`config.mk`:
```
export PLATFORM = sky130hd
export DESIGN_NAME = shadow_register_sync
export DESIGN_NICKNAME = d
export VERILOG_FILES = /design/src/rtl/srs_pkg.sv /design/src/rtl/srs_ctrl.sv /design/src/rtl/srs_datapath.sv /design/src/rtl/shadow_register_sync.sv
export SDC_FILE = /design/constraint.sdc
export NUM_CORES = 2
export LEC_CHECK = 0
export BUFFER_PORTS_ARGS = -buffer_cell sky130_fd_sc_hd__buf_2
export CAP_MARGIN = 15
export CORE_ASPECT_RATIO = 2
export CORE_MARGIN = 2
export CORE_UTILIZATION = 50
export CTS_CLUSTER_DIAMETER = 80
export DETAILED_ROUTE_END_ITERATION = 8
export MAX_ROUTING_LAYER = met4
export PLACE_DENSITY_LB_ADDON = 0.05
export SYNTH_ARGS = -nofsm -noshare
export SYNTH_HDL_FRONTEND = slang
export SYNTH_HIERARCHICAL = 1
export SYNTH_SLANG_ARGS = --single-unit
```
`constraint.sdc`:
```
create_clock -name aclk -period 17.8 [get_ports aclk]
set_clock_uncertainty 0.1 [all_clocks]
set_input_delay 4.45 -clock aclk [delete_from_list [all_inputs] [get_ports aclk]]
set_output_delay 4.45 -clock aclk [all_outputs]
set_load 0.01 [all_outputs]
```
`src/rtl/srs_pkg.sv`:
```
// srs_pkg: shared types, codes and constants of the shadow register sync block
// used by every rtl file of the block, no dependencies of its own
package srs_pkg;

    localparam int DEPTH_DEF   = 32;
    localparam int ADDR_W      = 16;
    localparam int DATA_W      = 16;
    localparam int CNT_W       = 6;
    localparam int KIND_W      = 4;
    localparam int CMD_W       = 3;
    localparam int CD_W        = 3;
    localparam int CFG_IDX_W   = 3;
    localparam int CFG_DATA_W  = 16;

    localparam logic [CD_W-1:0] LINK_RELOAD = CD_W'(4);

    // configuration register indexes
    localparam logic [CFG_IDX_W-1:0] CFG_HOLD_BASE  = 3'd0;
    localparam logic [CFG_IDX_W-1:0] CFG_HOLD_COUNT = 3'd1;
    localparam logic [CFG_IDX_W-1:0] CFG_INP_BASE   = 3'd2;
    localparam logic [CFG_IDX_W-1:0] CFG_INP_COUNT  = 3'd3;
    localparam logic [CFG_IDX_W-1:0] CFG_COIL_BASE  = 3'd4;
    localparam logic [CFG_IDX_W-1:0] CFG_COIL_COUNT = 3'd5;

    typedef enum logic [KIND_W-1:0] {
        KIND_LOCAL_WR     = 4'd0,
        KIND_REMOTE_HOLD  = 4'd1,
        KIND_REMOTE_INPUT = 4'd2,
        KIND_REMOTE_COIL  = 4'd3,
        KIND_ERROR        = 4'd4,
        KIND_SYNC         = 4'd5,
        KIND_RD_HOLD      = 4'd6,
        KIND_RD_INPUT     = 4'd7,
        KIND_RD_COIL      = 4'd8
    } kind_t;

    typedef enum logic [CMD_W-1:0] {
        CMD_ACK          = 3'd0,
        CMD_WR_SINGLE    = 3'd1,
        CMD_WR_MULTI     = 3'd2,
        CMD_RD_HOLD_REQ  = 3'd3,
        CMD_RD_INPUT_REQ = 3'd4,
        CMD_RD_COIL_REQ  = 3'd5,
        CMD_RD_DATA      = 3'd6
    } cmd_t;

    typedef struct packed {
        logic [KIND_W-1:0] kind;
        logic [ADDR_W-1:0] reg_address;
        logic [DATA_W-1:0] value;
    } in_item_t;

    typedef struct packed {
        cmd_t              command;
        logic [ADDR_W-1:0] start_address;
        logic [CNT_W-1:0]  word_count;
        logic [DATA_W-1:0] word_value;
        logic              link_valid;
        logic              last;
    } out_item_t;

    typedef enum logic [3:0] {
        ST_IDLE,
        ST_READ,
        ST_RESP,
        ST_SCAN,
        ST_RUN_LEN,
        ST_RUN_RD,
        ST_RUN_EMIT,
        ST_REQ_HOLD,
        ST_REQ_INPUT,
        ST_REQ_COIL
    } state_t;

    // controller to datapath
    typedef struct packed {
        logic capture;
        logic finish_op;
        logic scan_skip;
        logic run_begin;
        logic run_grow;
        logic emit_load;
        logic rd_emit;
        logic emit_word;
        logic load_req;
        cmd_t req_cmd;
    } ctrl_cmd_t;

    // datapath to controller
    typedef struct packed {
        logic in_sync;
        logic out_free;
        logic scan_end;
        logic scan_dirty;
        logic emit_last;
    } ctrl_status_t;

endpackage

```
`src/rtl/srs_ctrl.sv`:
```
// srs_ctrl: sequencing state machine of the shadow register sync block
// depends on srs_pkg; drives srs_datapath through command and status structs
module srs_ctrl (
    input  logic                 aclk,
    input  logic                 aresetn,
    input  logic                 s_valid,
    output logic                 s_ready,
    input  srs_pkg::ctrl_status_t status,
    output srs_pkg::ctrl_cmd_t    cmd
);
    import srs_pkg::*;

    state_t state_reg, state_next;

    always_ff @(posedge aclk) begin
        if (!aresetn) begin
            state_reg <= ST_IDLE;
        end else begin
            state_reg <= state_next;
        end
    end

    always_comb begin
        state_next = state_reg;
        cmd        = '0;
        cmd.req_cmd = CMD_RD_HOLD_REQ;
        s_ready    = 1'b0;
        case (state_reg)
            ST_IDLE: begin
                s_ready = 1'b1;
                if (s_valid) begin
                    cmd.capture = 1'b1;
                    state_next  = status.in_sync ? ST_SCAN : ST_READ;
                end
            end
            ST_READ: begin
                state_next = ST_RESP;
            end
            ST_RESP: begin
                if (status.out_free) begin
                    cmd.finish_op = 1'b1;
                    state_next    = ST_IDLE;
                end
            end
            ST_SCAN: begin
                if (status.scan_end) begin
                    state_next = ST_REQ_HOLD;
                end else if (status.scan_dirty) begin
                    cmd.run_begin = 1'b1;
                    state_next    = ST_RUN_LEN;
                end else begin
                    cmd.scan_skip = 1'b1;
                end
            end
            ST_RUN_LEN: begin
                // extend the run until a clean entry or the end of the table
                if (status.scan_dirty) begin
                    cmd.run_grow = 1'b1;
                end else begin
                    cmd.emit_load = 1'b1;
                    state_next    = ST_RUN_RD;
                end
            end
            ST_RUN_RD: begin
                cmd.rd_emit = 1'b1;
                state_next  = ST_RUN_EMIT;
            end
            ST_RUN_EMIT: begin
                // keep reading the same entry while the result register is busy
                cmd.rd_emit = 1'b1;
                if (status.out_free) begin
                    cmd.emit_word = 1'b1;
                    state_next    = status.emit_last ? ST_SCAN : ST_RUN_RD;
                end
            end
            ST_REQ_HOLD: begin
                cmd.req_cmd = CMD_RD_HOLD_REQ;
                if (status.out_free) begin
                    cmd.load_req = 1'b1;
                    state_next   = ST_REQ_INPUT;
                end
            end
            ST_REQ_INPUT: begin
                cmd.req_cmd = CMD_RD_INPUT_REQ;
                if (status.out_free) begin
                    cmd.load_req = 1'b1;
                    state_next   = ST_REQ_COIL;
                end
            end
            ST_REQ_COIL: begin
                cmd.req_cmd = CMD_RD_COIL_REQ;
                if (status.out_free) begin
                    cmd.load_req = 1'b1;
                    state_next   = ST_IDLE;
                end
            end
            default: begin
                state_next = ST_IDLE;
            end
        endcase
    end

endmodule

```
`src/rtl/srs_datapath.sv`:
```
// srs_datapath: register stores, dirty flags, sync scan counters and result register
// depends on srs_pkg; sequenced by srs_ctrl
module srs_datapath #(
    parameter int DEPTH = srs_pkg::DEPTH_DEF
) (
    input  logic                            aclk,
    input  logic                            aresetn,
    input  srs_pkg::in_item_t               s_data,
    output srs_pkg::out_item_t              m_data,
    output logic                            m_valid,
    input  logic                            m_ready,
    input  logic                            cfg_wr_en,
    input  logic [srs_pkg::CFG_IDX_W-1:0]   cfg_index,
    input  logic [srs_pkg::CFG_DATA_W-1:0]  cfg_wdata,
    input  srs_pkg::ctrl_cmd_t              cmd,
    output srs_pkg::ctrl_status_t           status
);
    import srs_pkg::*;

    localparam int IDX_W = (DEPTH > 1) ? $clog2(DEPTH) : 1;
    localparam int CW    = $clog2(DEPTH + 1);
    localparam logic [CNT_W-1:0] DEPTH_C = CNT_W'(DEPTH);

    // configuration
    logic [ADDR_W-1:0] hold_base_reg, inp_base_reg, coil_base_reg;
    logic [CNT_W-1:0]  hold_count_reg, inp_count_reg, coil_count_reg;
    logic [CNT_W-1:0]  hold_eff, inp_eff, coil_eff;

    always_ff @(posedge aclk) begin
        if (!aresetn) begin
            hold_base_reg  <= '0;
            hold_count_reg <= '0;
            inp_base_reg   <= '0;
            inp_count_reg  <= '0;
            coil_base_reg  <= '0;
            coil_count_reg <= '0;
        end else if (cfg_wr_en) begin
            case (cfg_index)
                CFG_HOLD_BASE:  hold_base_reg  <= cfg_wdata[ADDR_W-1:0];
                CFG_HOLD_COUNT: hold_count_reg <= cfg_wdata[CNT_W-1:0];
                CFG_INP_BASE:   inp_base_reg   <= cfg_wdata[ADDR_W-1:0];
                CFG_INP_COUNT:  inp_count_reg  <= cfg_wdata[CNT_W-1:0];
                CFG_COIL_BASE:  coil_base_reg  <= cfg_wdata[ADDR_W-1:0];
                CFG_COIL_COUNT: coil_count_reg <= cfg_wdata[CNT_W-1:0];
                default: ;
            endcase
        end
    end

    assign hold_eff = (hold_count_reg > DEPTH_C) ? DEPTH_C : hold_count_reg;
    assign inp_eff  = (inp_count_reg  > DEPTH_C) ? DEPTH_C : inp_count_reg;
    assign coil_eff = (coil_count_reg > DEPTH_C) ? DEPTH_C : coil_count_reg;

    // address decode of the incoming request
    logic [ADDR_W-1:0] sel_base;
    logic [CNT_W-1:0]  sel_cnt;
    logic [ADDR_W:0]   diff;
    logic              hit_next;

    always_comb begin
        sel_base = hold_base_reg;
        sel_cnt  = hold_eff;
        case (s_data.kind) inside
            KIND_REMOTE_INPUT, KIND_RD_INPUT: begin
                sel_base = inp_base_reg;
                sel_cnt  = inp_eff;
            end
            KIND_REMOTE_COIL, KIND_RD_COIL: begin
                sel_base = coil_base_reg;
                sel_cnt  = coil_eff;
            end
            default: ;
        endcase
        diff     = {1'b0, s_data.reg_address} - {1'b0, sel_base};
        hit_next = !diff[ADDR_W]
                   && (diff[ADDR_W-1:0] < {{(ADDR_W-CNT_W){1'b0}}, sel_cnt});
    end

    in_item_t          item_reg;
    logic              hit_reg;
    logic [IDX_W-1:0]  slot_reg;
    logic [CD_W-1:0]   cd_reg;

    always_ff @(posedge aclk) begin
        if (cmd.capture) begin
            item_reg <= s_data;
            hit_reg  <= hit_next;
            slot_reg <= diff[IDX_W-1:0];
        end
    end

    // link validity countdown
    always_ff @(posedge aclk) begin
        if (!aresetn) begin
            cd_reg <= '0;
        end else if (cmd.capture) begin
            if (s_data.kind == KIND_REMOTE_COIL) begin
                cd_reg <= LINK_RELOAD;
            end else if (s_data.kind == KIND_ERROR && cd_reg != '0) begin
                cd_reg <= cd_reg - CD_W'(1);
            end
        end
    end

    // sync scan counters
    logic [CW-1:0] scan_idx_reg, run_start_reg, run_len_reg, emit_idx_reg;
    logic [CW-1:0] emit_idx_inc;

    assign emit_idx_inc = emit_idx_reg + CW'(1);

    always_ff @(posedge aclk) begin
        if (!aresetn) begin
            scan_idx_reg  <= '0;
            run_start_reg <= '0;
            run_len_reg   <= '0;
            emit_idx_reg  <= '0;
        end else begin
            if (cmd.capture) begin
                scan_idx_reg <= '0;
            end else if (cmd.scan_skip || cmd.run_begin || cmd.run_grow) begin
                scan_idx_reg <= scan_idx_reg + CW'(1);
            end
            if (cmd.run_begin) begin
                run_start_reg <= scan_idx_reg;
                run_len_reg   <= CW'(1);
            end else if (cmd.run_grow) begin
                run_len_reg <= run_len_reg + CW'(1);
            end
            if (cmd.emit_load) begin
                emit_idx_reg <= run_start_reg;
            end else if (cmd.emit_word) begin
                emit_idx_reg <= emit_idx_inc;
            end
        end
    end

    // stores, each entry reads as zero until first written
    logic [DATA_W-1:0] hold_mem [DEPTH];
    logic [DATA_W-1:0] shad_mem [DEPTH];
    logic [DATA_W-1:0] inp_mem  [DEPTH];
    logic              coil_mem [DEPTH];
    logic [DEPTH-1:0]  hold_vld_reg, shad_vld_reg, inp_vld_reg, coil_vld_reg;
    logic [DEPTH-1:0]  dirty_reg;

    logic [IDX_W-1:0]  rd_idx;
    logic [DATA_W-1:0] hold_rd_reg, shad_rd_reg, inp_rd_reg;
    logic              coil_rd_reg;
    logic              hold_rdv_reg, shad_rdv_reg, inp_rdv_reg, coil_rdv_reg;
    logic [DATA_W-1:0] hold_word, shad_word, inp_word;
    logic              coil_bit;

    assign rd_idx = cmd.rd_emit ? emit_idx_reg[IDX_W-1:0] : slot_reg;

    always_ff @(posedge aclk) begin
        hold_rd_reg  <= hold_mem[rd_idx];
        shad_rd_reg  <= shad_mem[rd_idx];
        inp_rd_reg   <= inp_mem[rd_idx];
        coil_rd_reg  <= coil_mem[rd_idx];
        hold_rdv_reg <= hold_vld_reg[rd_idx];
        shad_rdv_reg <= shad_vld_reg[rd_idx];
        inp_rdv_reg  <= inp_vld_reg[rd_idx];
        coil_rdv_reg <= coil_vld_reg[rd_idx];
    end

    assign hold_word = hold_rdv_reg ? hold_rd_reg : '0;
    assign shad_word = shad_rdv_reg ? shad_rd_reg : '0;
    assign inp_word  = inp_rdv_reg  ? inp_rd_reg  : '0;
    assign coil_bit  = coil_rdv_reg & coil_rd_reg;

    // write enables; dirty marks holding != shadow
    logic op_hit, remote_take;
    logic hold_we, shad_we, inp_we, coil_we;
    logic [IDX_W-1:0]  shad_idx;
    logic [DATA_W-1:0] shad_wd;

    assign op_hit      = cmd.finish_op && hit_reg;
    assign remote_take = op_hit && item_reg.kind == KIND_REMOTE_HOLD && !dirty_reg[slot_reg];
    assign hold_we     = (op_hit && item_reg.kind == KIND_LOCAL_WR) || remote_take;
    assign shad_we     = remote_take || cmd.emit_word;
    assign shad_idx    = cmd.emit_word ? emit_idx_reg[IDX_W-1:0] : slot_reg;
    assign shad_wd     = cmd.emit_word ? hold_word : item_reg.value;
    assign inp_we      = op_hit && item_reg.kind == KIND_REMOTE_INPUT;
    assign coil_we     = op_hit && item_reg.kind == KIND_REMOTE_COIL;

    always_ff @(posedge aclk) begin
        if (hold_we) begin
            hold_mem[slot_reg] <= item_reg.value;
        end
        if (shad_we) begin
            shad_mem[shad_idx] <= shad_wd;
        end
        if (inp_we) begin
            inp_mem[slot_reg] <= item_reg.value;
        end
        if (coil_we) begin
            coil_mem[slot_reg] <= item_reg.value[0];
        end
    end

    always_ff @(posedge aclk) begin
        if (!aresetn) begin
            hold_vld_reg <= '0;
            shad_vld_reg <= '0;
            inp_vld_reg  <= '0;
            coil_vld_reg <= '0;
            dirty_reg    <= '0;
        end else begin
            if (hold_we) begin
                hold_vld_reg[slot_reg] <= 1'b1;
            end
            if (shad_we) begin
                shad_vld_reg[shad_idx] <= 1'b1;
            end
            if (inp_we) begin
                inp_vld_reg[slot_reg] <= 1'b1;
            end
            if (coil_we) begin
                coil_vld_reg[slot_reg] <= 1'b1;
            end
            if (op_hit && item_reg.kind == KIND_LOCAL_WR) begin
                dirty_reg[slot_reg] <= (item_reg.value != shad_word);
            end
            if (cmd.emit_word) begin
                dirty_reg[emit_idx_reg[IDX_W-1:0]] <= 1'b0;
            end
        end
    end

    // result formation
    logic [DATA_W-1:0] rd_word;
    out_item_t         res;
    logic              load;
    out_item_t         m_data_reg;
    logic              m_valid_reg;

    always_comb begin
        case (item_reg.kind) inside
            KIND_RD_INPUT: rd_word = inp_word;
            KIND_RD_COIL:  rd_word = {{(DATA_W-1){1'b0}}, coil_bit};
            default:       rd_word = hold_word;
        endcase
    end

    always_comb begin
        res.command       = CMD_ACK;
        res.start_address = item_reg.reg_address;
        res.word_count    = '0;
        res.word_value    = '0;
        res.link_valid    = (cd_reg != '0);
        res.last          = 1'b1;
        if (cmd.emit_word) begin
            res.command       = (run_len_reg == CW'(1)) ? CMD_WR_SINGLE : CMD_WR_MULTI;
            res.start_address = hold_base_reg + ADDR_W'(run_start_reg);
            res.word_count    = CNT_W'(run_len_reg);
            res.word_value    = hold_word;
            res.last          = 1'b0;
        end else if (cmd.load_req) begin
            res.command = cmd.req_cmd;
            res.last    = (cmd.req_cmd == CMD_RD_COIL_REQ);
            case (cmd.req_cmd)
                CMD_RD_INPUT_REQ: begin
                    res.start_address = inp_base_reg;
                    res.word_count    = inp_eff;
                end
                CMD_RD_COIL_REQ: begin
                    res.start_address = coil_base_reg;
                    res.word_count    = coil_eff;
                end
                default: begin
                    res.start_address = hold_base_reg;
                    res.word_count    = hold_eff;
                end
            endcase
        end else if (item_reg.kind == KIND_RD_HOLD || item_reg.kind == KIND_RD_INPUT
                     || item_reg.kind == KIND_RD_COIL) begin
            res.command    = CMD_RD_DATA;
            res.word_count = CNT_W'(1);
            res.word_value = hit_reg ? rd_word : '0;
        end
    end

    assign load = cmd.finish_op || cmd.emit_word || cmd.load_req;

    always_ff @(posedge aclk) begin
        if (!aresetn) begin
            m_valid_reg <= 1'b0;
        end else if (load) begin
            m_valid_reg <= 1'b1;
        end else if (m_ready) begin
            m_valid_reg <= 1'b0;
        end
    end

    always_ff @(posedge aclk) begin
        if (load) begin
            m_data_reg <= res;
        end
    end

    assign m_data  = m_data_reg;
    assign m_valid = m_valid_reg;

    // status back to the controller
    always_comb begin
        status.in_sync    = (s_data.kind == KIND_SYNC);
        status.out_free   = !m_valid_reg || m_ready;
        status.scan_end   = (CNT_W'(scan_idx_reg) >= hold_eff);
        status.scan_dirty = !status.scan_end && dirty_reg[scan_idx_reg[IDX_W-1:0]];
        status.emit_last  = (emit_idx_inc == scan_idx_reg);
    end

endmodule

```
`src/rtl/shadow_register_sync.sv`:
```
// shadow_register_sync: top level of the remote register map mirror
// depends on srs_pkg, srs_ctrl and srs_datapath
//
// Requests enter on the s_ channel (valid/ready) and results leave on the m_
// channel (valid/ready); a result register sits between the two sides, so a
// new request is taken while the previous result still waits on m_ready.
// Configuration is written through cfg_wr_en/cfg_index/cfg_wdata while idle.
// Every request except sync gives one result with last set. An ordinary
// request passes through a memory read state and a read-modify-write state
// on the holding, shadow, input and coil stores, each with a single write
// port; its result is registered as the read-modify-write state completes.
// A sync walks the holding table one entry a cycle, pausing at each run of
// changed entries to emit it, one read and one emit state per written word,
// the emit waiting while the result register is busy; then it emits three
// read requests, the last one flagged.
// Reset clears all configuration, store valid bits, countdown and result valid
// at once; stores use per-entry valid bits, so there is no clearing pass.
// A stalled receiver holds the result register and the sequencer waits,
// so backpressure reaches s_ready within one request.
module shadow_register_sync #(
    parameter int DEPTH = srs_pkg::DEPTH_DEF  // 1 to 63
) (
    input  logic                            aclk,
    input  logic                            aresetn,
    input  logic                            s_valid,
    output logic                            s_ready,
    input  srs_pkg::in_item_t               s_data,
    output logic                            m_valid,
    input  logic                            m_ready,
    output srs_pkg::out_item_t              m_data,
    input  logic                            cfg_wr_en,
    input  logic [srs_pkg::CFG_IDX_W-1:0]   cfg_index,
    input  logic [srs_pkg::CFG_DATA_W-1:0]  cfg_wdata
);
    import srs_pkg::*;

    ctrl_cmd_t    cmd;
    ctrl_status_t status;

    srs_ctrl u_ctrl (
        .aclk    (aclk),
        .aresetn (aresetn),
        .s_valid (s_valid),
        .s_ready (s_ready),
        .status  (status),
        .cmd     (cmd)
    );

    srs_datapath #(
        .DEPTH (DEPTH)
    ) u_datapath (
        .aclk      (aclk),
        .aresetn   (aresetn),
        .s_data    (s_data),
        .m_data    (m_data),
        .m_valid   (m_valid),
        .m_ready   (m_ready),
        .cfg_wr_en (cfg_wr_en),
        .cfg_index (cfg_index),
        .cfg_wdata (cfg_wdata),
        .cmd       (cmd),
        .status    (status)
    );

endmodule

```
==> impl_metrics.py <==
metrics = {
    "run_status": {
        "outcome": "finished clean",
    },
    "global_routing": {
        "overflow": 0,
        "grt_max_degree": 137,
        "grt_pass1_wl_mm": 294.8,
        "first_global_vias": 41260,
        "grtUsageTotal_pct": 26.11,
        "grt_antenna_before_repair": 4,
    },
    "clock_network": {
        "cts_tree": "built",
        "cts_sinks": 1964,
        "post_cts_resized": 0,
        "clk_latency_ns": 0.81,
        "postCtsSetupBuffers": 0,
        "cts_inserted_buffers": 178,
        "htree_levels": 4,
        "clock_tree.root_cell": "clkbuf_16",
        "hold_buffers": 0,
        "clk_path_buf_depth": 4,
        "clk_pin_slew_ns": 0.06,
    },
    "worst_setup_path": {
        "critical_path_class": "input port to flop",
        "cp-end-kind": "flop",
        "critPathLaunchType": "input port",
        "slowest_delay_ns": 0.53,
        "critical_path_required_ns": 18.35,
        "path_cells": "buf_2, nor4bb_1, nor2_2, buf_4, mux2i_1, a21oi_1, ha_1, inv_1, fa_1, a21o_1, a21oi_1, xnor2_1, ha_1, and4_1, a221o_1, a211oi_1, o2111ai_1, a2111o_1, nor4_1, o221a_2",
        "cp_top_family": "compound AO/OA/AOI/OAI gates",
        "crit_arrival_ns": 9.06,
        "cp.buffers_inverters": 3,
        "cp_max_fo": 23,
        "crit_path_top_delay_cell": "nor4bb_1",
    },
    "synthesis": {
        "ys_ff_latch": 1964,
        "synthesis.area_um2": 78780,
        "yosys-top-cells-area": "edfxtp_1 (63%), mux4_2 (16%), dfxtp_1 (7.9%), nand2_1 (2.2%), nor2_1 (0.97%)",
        "postSynthAreaPerCell_um2": 18.00,
        "seq_area_frac_synth_pct": 70.91,
        "synth_edf_count": 1653,
        "synth.distinct_cells": 81,
        "syn_nets": 4481,
        "yosysTopAreaCellShare_pct": 63.01,
        "ys.flop_type": "edfxtp_1",
        "syn-instance-count": 4377,
        "synth_top_area_cell": "edfxtp_1",
        "ys_async_sr_fraction_pct": 0,
        "ys_warn_count": 6,
    },
    "drt": {
        "routedWlPerCell_um": 30.12,
        "first_pass_iters": 5,
        "postRouteWirelength_mm": 202.6,
        "drt-initial-drc-count": 3924,
        "drc": 0,
        "ant_nets": 0,
        "vias": 41170,
        "vias_per_cell": 6.120,
    },
    "flow_run": {
        "maxCapViolations": 0,
    },
    "finish": {
        "syn_to_final_growth_pct": 11.44,
        "fillers": 12050,
        "top_regs": "u_datapath/hold_mem x512, u_datapath/inp_mem x512, u_datapath/shad_mem x512",
        "fin_nets": 4611,
        "final_cell_mix": "edfxtp_1 (1,653), mux4_2 (545), nand2_1 (459)",
        "final_common_cell": "edfxtp_1",
        "drive_above_1_share_pct": 24.98,
    },
    "power_and_ir_drop": {
        "p_comb_share_pct": 19.2,
        "vdd_drop_max_mv": 0.1014,
        "power.density_nw_per_um2": 131.9,
        "power.leakage_nw": 28.10,
        "power.share.clock_pct": 33.6,
        "internal_power_w": 0.008402,
        "p_switching_w": 0.003180,
        "seqPwrFrac_pct": 47.2,
        "p_sw_share_pct": 27.45,
    },
    "sta": {
        "grt_setup_unrepaired": "false",
        "period_minus_slack_ns": 8.510,
        "tightest_slew_ns": 1.170,
        "setup_viol": 0,
        "finalHoldViolCount": 0,
        "finalCritPeriodShare_pct": 47.81,
        "slew_headroom_pct": 21.97,
        "whs_ns": 0.3544,
        "slew_violations": 0,
        "timing.fmax_ghz": 0.1175,
        "fin_tns_setup_ns": 0,
    },
    "floorplan": {
        "start_util_pct": 50.19,
        "fp.dieArea_um2": 161000,
        "ioPinCount": 105,
        "fp.dieW_um": 284.7,
        "design.core.area_um2": 157000,
        "fp.dieH_um": 565.4,
        "rows": 206,
    },
    "place": {
        "numPortBuffers": 104,
        "place.gp.congestion": 0.8497,
        "dp_hpwl_mm": 121.2,
    },
    "worst_hold_path": {
        "hp-class": "flop to flop",
    },
}
## worst min-delay path: cells and delay by family, from the launching register on
family	cells	cell delay (ns)
flip-flops	1	0.31
AND/OR/NAND/NOR	1	0.05
AO/OA/AOI/OAI	1	0.05
## cells in the mapped netlist, drive strengths merged (42+ instances only)
cell type	number
o21a	102
nor2b	43
mux4	545
ha	42
dfxtp	311
edfxtp	1653
o21ai	128
inv	48
nand3	53
mux2i	75
nor2	205
clkbuf	133
nand2	459
buf	125
a21boi	59
a21oi	50
## per-stage QoR
step | util [%] | instances | total power [W] | worst slack, ns | instance area (um2)
CTS | 55.91 | 6723 | 0.01169 | 9.321 | 87770
detailed placement | 52.22 | 6406 | 0.007820 | 8.528 | 81970
finish | 55.93 | 6728 | 0.01158 | 9.290 | 87800
global placement | 52.22 | 6406 | 0.007798 | 8.628 | 81970
floorplan | - | 4377 | 0.006932 | 9.041 | 78780
global route | 55.93 | 6725 | 0.01196 | 9.000 | 87790
## metal layers
layer | track usage, % | routed length (um) | share of wire [%] | vias to the layer above
met5 | - | 0 | 0 | -
met4 | 7.375 | 5880 | 2.9 | 0
met3 | 2.780 | 11670 | 5.8 | 275
met2 | 41.36 | 99360 | 49 | 1350
met1 | 36.38 | 85740 | 42 | 21890
li1 | - | - | - | 17660
## final timing paths
kind                          startpoint                          end  slack [ns]  depth (start not counted)
max                           s_data[32]           u_datapath/hit_reg        9.29                         20
min          u_datapath/shad_vld_reg[30]  u_datapath/shad_vld_reg[30]        0.35                          2
max reg2reg          u_ctrl/state_reg[1]     u_datapath/inp_rd_reg[0]       11.61                         11
min reg2reg  u_datapath/shad_vld_reg[30]  u_datapath/shad_vld_reg[30]        0.35                          2
## logic make-up (layout without fill, tap and decap cells)
family / after synthesis / count (layout) / synth area share, %
DFF: 1964 / 1964 / 70.91
and+or+nand+nor: 882 / 882 / 4.928
muxes: 626 / 626 / 16.62
AOI/OAI and AO/OA: 509 / 509 / 4.440
buffers and inverters: 306 / 573 / 1.871
xor gates and xnor gates: 46 / 46 / 0.5114
adders and majority gates: 44 / 44 / 0.7178
other: 0 / 4 / 0
## area by class of cell
cell class	count	area (um2)	area share, %
diodes	4	10.01	0.01140
clock buffers	235	4841	5.514
clock inverters	82	959.7	1.093
inverters	48	182.7	0.2081
multi-input cells	2107	21940	24.99
flip-flops and latches	1964	55860	63.63
well taps	2080	2603	2.964
repair buffers	208	1395	1.589
## power groups by stage
stage	Combinational (W)	Clock [W]	Sequential, W
after floorplan	0.00136	0	0.00557
after global placement	0.00223	0	0.00557
after detailed placement	0.00225	0	0.00557
after CTS	0.00225	0.00396	0.00547
after global routing	0.00236	0.00412	0.00547
final	0.00222	0.00389	0.00547
(Power assumes the default switching activity.)
